===== config.mk =====
export PLATFORM = sky130hd
export DESIGN_NAME = ezq_cell
export DESIGN_NICKNAME = d
export VERILOG_FILES = /design/src/sv/ezq_pkg.sv /design/src/sv/ezq_cell.sv
export SDC_FILE = /design/constraint.sdc
export NUM_CORES = 1
export LEC_CHECK = 0
export ABC_AREA = 1
export BUFFER_PORTS_ARGS = -buffer_cell sky130_fd_sc_hd__buf_2
export CAP_MARGIN = 20
export CORE_ASPECT_RATIO = 1.5
export CORE_MARGIN = 8
export CORE_UTILIZATION = 46
export CTS_CLUSTER_DIAMETER = 200
export DETAILED_ROUTE_END_ITERATION = 16
export PLACE_DENSITY = 0.68
export SYNTH_ARGS = -nofsm -noshare
export SYNTH_HDL_FRONTEND = slang
export SYNTH_SLANG_ARGS = --single-unit

===== constraint.sdc =====
create_clock -name clk -period 2.4 [get_ports clk]
set_input_delay 0.12 -clock clk [delete_from_list [all_inputs] [get_ports clk]]
set_output_delay 0.12 -clock clk [all_outputs]
set_load 0.005 [all_outputs]

===== src/sv/ezq_pkg.sv =====
// ----------------------------------------------------------------------------
// ezq_pkg: shared types and constants
// CORDIC angle table, gain and fixed-point widths for the Euler converter.
// ----------------------------------------------------------------------------
package ezq_pkg;

	localparam int ATAN_ENTRIES = 24;
	localparam int TRIG_STAGES_DEF = 16;
	localparam int VEC_W = 34;   // Q2.30 plus guard bits
	localparam int ANG_W = 26;   // residual angle, 2^-16 degree
	localparam int TRIG_W = 26;  // Q24 trig value
	localparam int OUT_W = 18;

	localparam logic signed [VEC_W-1:0] CORDIC_GAIN = 34'sd652032874;
	localparam logic signed [ANG_W-1:0] DEG90 = 26'sd5898240;
	localparam logic signed [ANG_W-1:0] DEG180 = 26'sd11796480;
	localparam logic signed [ANG_W-1:0] DEG360 = 26'sd23592960;

	typedef struct packed {
		logic signed [VEC_W-1:0] vx;
		logic signed [VEC_W-1:0] vy;
		logic signed [ANG_W-1:0] h;
		logic flip;
	} cordic_t;

	typedef struct packed {
		cordic_t ax;
		cordic_t ay;
		cordic_t az;
	} cell_data_t;

	function automatic logic signed [ANG_W-1:0] atan_lut(input logic [4:0] i);
		logic signed [ANG_W-1:0] r;
		unique case (i)
			5'd0: r = 26'sd2949120;
			5'd1: r = 26'sd1740967;
			5'd2: r = 26'sd919879;
			5'd3: r = 26'sd466945;
			5'd4: r = 26'sd234379;
			5'd5: r = 26'sd117304;
			5'd6: r = 26'sd58666;
			5'd7: r = 26'sd29335;
			5'd8: r = 26'sd14668;
			5'd9: r = 26'sd7334;
			5'd10: r = 26'sd3667;
			5'd11: r = 26'sd1833;
			5'd12: r = 26'sd917;
			5'd13: r = 26'sd458;
			5'd14: r = 26'sd229;
			5'd15: r = 26'sd115;
			5'd16: r = 26'sd57;
			5'd17: r = 26'sd29;
			5'd18: r = 26'sd14;
			5'd19: r = 26'sd7;
			5'd20: r = 26'sd4;
			5'd21: r = 26'sd2;
			5'd22: r = 26'sd1;
			default: r = 26'sd0;
		endcase
		return r;
	endfunction

endpackage


===== src/sv/ezq_cell.sv =====
// ----------------------------------------------------------------------------
// ezq_cell: one CORDIC micro-rotation for all three axes
// Rotates each vector toward zero residual angle and registers the result.
// ----------------------------------------------------------------------------
module ezq_cell #(
	parameter int STAGE = 0
) (
	input  logic                clk,
	input  logic                en,
	input  ezq_pkg::cell_data_t din,
	output ezq_pkg::cell_data_t dout_s1
);

	localparam logic [4:0] IDX = 5'(STAGE);

	function automatic ezq_pkg::cordic_t rot(input ezq_pkg::cordic_t a);
		ezq_pkg::cordic_t r;
		logic signed [ezq_pkg::VEC_W-1:0] dx;
		logic signed [ezq_pkg::VEC_W-1:0] dy;
		dx = a.vy >>> STAGE;
		dy = a.vx >>> STAGE;
		r = a;
		if (!a.h[ezq_pkg::ANG_W-1]) begin
			r.vx = a.vx - dx;
			r.vy = a.vy + dy;
			r.h = a.h - ezq_pkg::atan_lut(IDX);
		end else begin
			r.vx = a.vx + dx;
			r.vy = a.vy - dy;
			r.h = a.h + ezq_pkg::atan_lut(IDX);
		end
		return r;
	endfunction

	always_ff @(posedge clk) begin
		if (en) begin
			dout_s1.ax <= rot(din.ax);
			dout_s1.ay <= rot(din.ay);
			dout_s1.az <= rot(din.az);
		end
	end

endmodule


==> qor.csv <==
metric,value,unit
outcome,"finished, final reports clean",
period_minus_slack,2.31,ns
cpMostUsedCell,nand2_1,
syn_area,30700,um^2
synth.avg_cell_area,6.70,um^2
p_seq_share,32.5,%
grt-ovfl-total,0,
relSlewSlack,43.4,%
p_comb_share,42.5,%
synth_ff_type,edfxtp_1,
worst_setup_path_start_kind,primary input,
swShare,39.1,%
fmax,0.433,GHz
dpl.hpwl,111000,um
num_vias,35300,
crit_chain,"dlygate4sd3_1, buf_2, inv_1, ha_1, fa_1, inv_1, nand2_1, o211ai_1, nand2_1, nand2_1, nor2_1, o31ai_1, buf_4",
cts-root-buf,clkbuf_16,
cts_setup_buffers,0,
drt_wl_total,134000,um
drtIter0Drc,2702,
cellLeakagePower,20.0,nW
io_pins,572,
synth.net_count,5200,
vdd_drop_max,553,uV
intPower,0.0122,W
setup_violations,0,
rows,116,
cp-end-kind,flop,
antenna_found_initial,22,
worst_pin_slew,0.849,ns
die_h,332,um
final_nets,6147,
reg.largest.list,dout_s1 x282,
initial_core_util,46.3,%
clockBufferDepth,3,
antenna_left,0,
grt_setup_unrepaired,no,
grt_pass1_wl,197000,um
cts-buffers-inserted,31,
hold_class,in -> reg,
final-max-slew-violation-count,0,
place_congestion,1.06,
dp_slack,-0.0730,ns
cts_tree,yes,
cap_violations,0,
die_w,227,um
top_register,dout_s1,
synth_edf_count,282,
hold_viol,0,
path_max_fanout,3,
seq_area_frac_synth,27.6,%
cts.reportedPaths.clkPinSlew,0.08,ns
grt_pass1_vias,34700,
drc_errors,0,
port_buffers,571,
fin_tns_setup,0,ns
grt_max_degree,73,
cp.required,2.89,ns
ys_ff_latch,282,
p_sw,0.00784,W
final_core_util,58.5,%
holdWs,0.0481,ns
synthArstFlopShare,0,%
routed_via_density,5.46,
largest_reg_flops,282,
synth_cell_types,45,
period_share,96.3,%
track_usage,33.9,%
p_per_area,517,nW/um^2
setup_ws,0.0894,ns
ys_warn_count,0,
worstSetupPathType,in -> reg,
core-area,66300,um^2
die-area,75400,um^2
crit_path_top_delay_cell,fa_1,
max_stage_delay,0.53,ns
first_pass_iters,6,
wl_per_cell,20.8,um
htreeDepth,1,
drive_gt1_share,19.5,%
cts_sinks,282,
clkPwrFrac,25.0,%
area_delta_synth_final,26.5,%
syn_inst,4580,
arrival,2.80,ns
## worst max-delay path: cells and delay by family
kind	cells	cell delay (ns)
buffers and inverters	5	1.02
adders and majority gates	2	0.76
and+or+nand+nor	4	0.41
AOI/OAI and AO/OA	2	0.47
## cell usage in the layout (no fill, tap or decap), types with 4 or more instances in the layout
cell           Yosys  routed
a21oi_1          408     408
inv_1            623     623
o31ai_1            8       8
ha_1             321     321
nor3_2             7       7
nand2_1         1225    1225
clkbuf_16          0      31
o21ai_2            3       5
o21ai_1           32      31
o21ai_0          262     260
nand3_1          457     457
nor2_1           438     438
nor4_1             6       6
a21o_1            43      43
o22ai_1           14      14
dlygate4sd3_1      0      74
xnor2_1            9       9
diode_2            0      24
buf_4             47     392
nand2_2            7       7
o21bai_1          31      31
clkinv_2           0       9
xor2_1            87      87
nor2_2             8       8
fa_1              12      12
or2_2             14      14
o21a_1            11      11
a31oi_1            8       8
buf_2             46     570
and2_1             4       4
edfxtp_1         282     282
inv_2             12      13
nor3_1            42      42
buf_12             0       6
mux2i_1            6       6
o211ai_1          20      20
nand4_1           32      32
## through the flow
| step | total power (W) | instances | instance area [um^2] |
|---|---|---|---|
| global placement | 0.0148 | 6305 | 37000 |
| global route | 0.0211 | 6458 | 38800 |
| floorplan | 0.0109 | 4580 | 30700 |
| finish | 0.0201 | 6461 | 38800 |
| CTS | 0.0200 | 6437 | 38800 |
| detailed placement | 0.0149 | 6305 | 37000 |
## final timing paths
check	start	to	slack, ns	depth (start not counted)
min	din[114]	dout_s1[114]	0.05	3
max	din[61]	dout_s1[75]	0.09	13
## final cells by class
| type | count | area [um^2] |
|---|---|---|
| Antenna cell | 24 | 60.1 |
| Clock buffer | 34 | 787 |
| Clock inverter | 24 | 235 |
| Fill cell | 6704 | 27500 |
| Inverter | 636 | 2390 |
| Multi-Input combinational cell | 3533 | 19100 |
| Sequential cell | 282 | 8470 |
| Tap cell | 885 | 1110 |
| Timing Repair Buffer | 1043 | 6670 |
## cells in the mapped netlist, types with 2 or more instances
| cell | count | area [um^2] |
|---|---|---|
| buf_6 | 3 | 33.8 |
| o21bai_1 | 31 | 233 |
| fa_1 | 12 | 240 |
| a21boi_0 | 3 | 22.5 |
| o31ai_1 | 8 | 60.1 |
| inv_2 | 12 | 45.0 |
| o21ai_2 | 3 | 26.3 |
| clkbuf_1 | 27 | 101 |
| o21ai_1 | 32 | 160 |
| o211ai_1 | 20 | 150 |
| nor4_1 | 6 | 37.5 |
| nor3_2 | 7 | 70.1 |
| a21oi_1 | 408 | 2040 |
| buf_4 | 47 | 353 |
| o22ai_1 | 14 | 87.6 |
| nand3b_1 | 3 | 22.5 |
| ha_1 | 321 | 4020 |
| o21ai_0 | 262 | 1310 |
| xor2_1 | 87 | 762 |
| nand2_1 | 1225 | 4600 |
| and2_1 | 4 | 25.0 |
| buf_1 | 6 | 22.5 |
| nor4_2 | 3 | 37.5 |
| nand3_1 | 457 | 2290 |
| or2_2 | 14 | 87.6 |
| a21o_1 | 43 | 323 |
| mux2i_1 | 6 | 60.1 |
| xnor2_1 | 9 | 78.8 |
| nor3_1 | 42 | 210 |
| inv_1 | 623 | 2340 |
| nand2_2 | 7 | 43.8 |
| a31oi_1 | 8 | 50.1 |
| edfxtp_1 | 282 | 8470 |
| nor2_1 | 438 | 1640 |
| buf_2 | 46 | 230 |
| or2_0 | 2 | 12.5 |
| a21oi_2 | 3 | 26.3 |
| nand4_1 | 32 | 200 |
| o21a_1 | 11 | 82.6 |
| nor2_2 | 8 | 50.1 |
## power by group through the flow
stage          sequential [W]  clock, W  combinational, W
5_1_grt               0.00657   0.00525           0.00928
2_1_floorplan         0.00663         0           0.00430
3_3_place_gp          0.00660         0           0.00820
4_1_cts               0.00651   0.00510           0.00841
6_report              0.00652   0.00501           0.00854
3_5_place_dp          0.00660         0           0.00826
## what timing repair did
item	CTS	global route
hold endpoints to repair	111	0
setup endpoints to repair	0	8
gates resized for setup	0	6
hold buffers	74	0
## logic make-up (layout without fill, tap and decap cells)
logic type               count (synthesis)  after routing  share of synthesized area [%]
XOR/XNOR                                96             96                           2.74
AO/OA/AOI/OAI                          848            848                           15.0
AND/OR/NAND/NOR                       2250           2250                           30.4
buffers and inverters                  765           1737                           10.2
adder cells (fa/ha/maj)                333            333                           13.9
flip-flops                             282            282                           27.6
other                                    0             24                              0
multiplexers                             6              6                          0.196
## layer usage
layer / vias up / part of all wire (%) / track usage (%)
met1: 16100 / 35 / 34.7
met5: - / 0 / 0
met4: 0 / 9.4 / 27.6
li1: 17000 / - / -
met3: 536 / 6.4 / 4.78
met2: 1642 / 49 / 60.6
No activity file was read; power rests on OpenSTA's default activity.
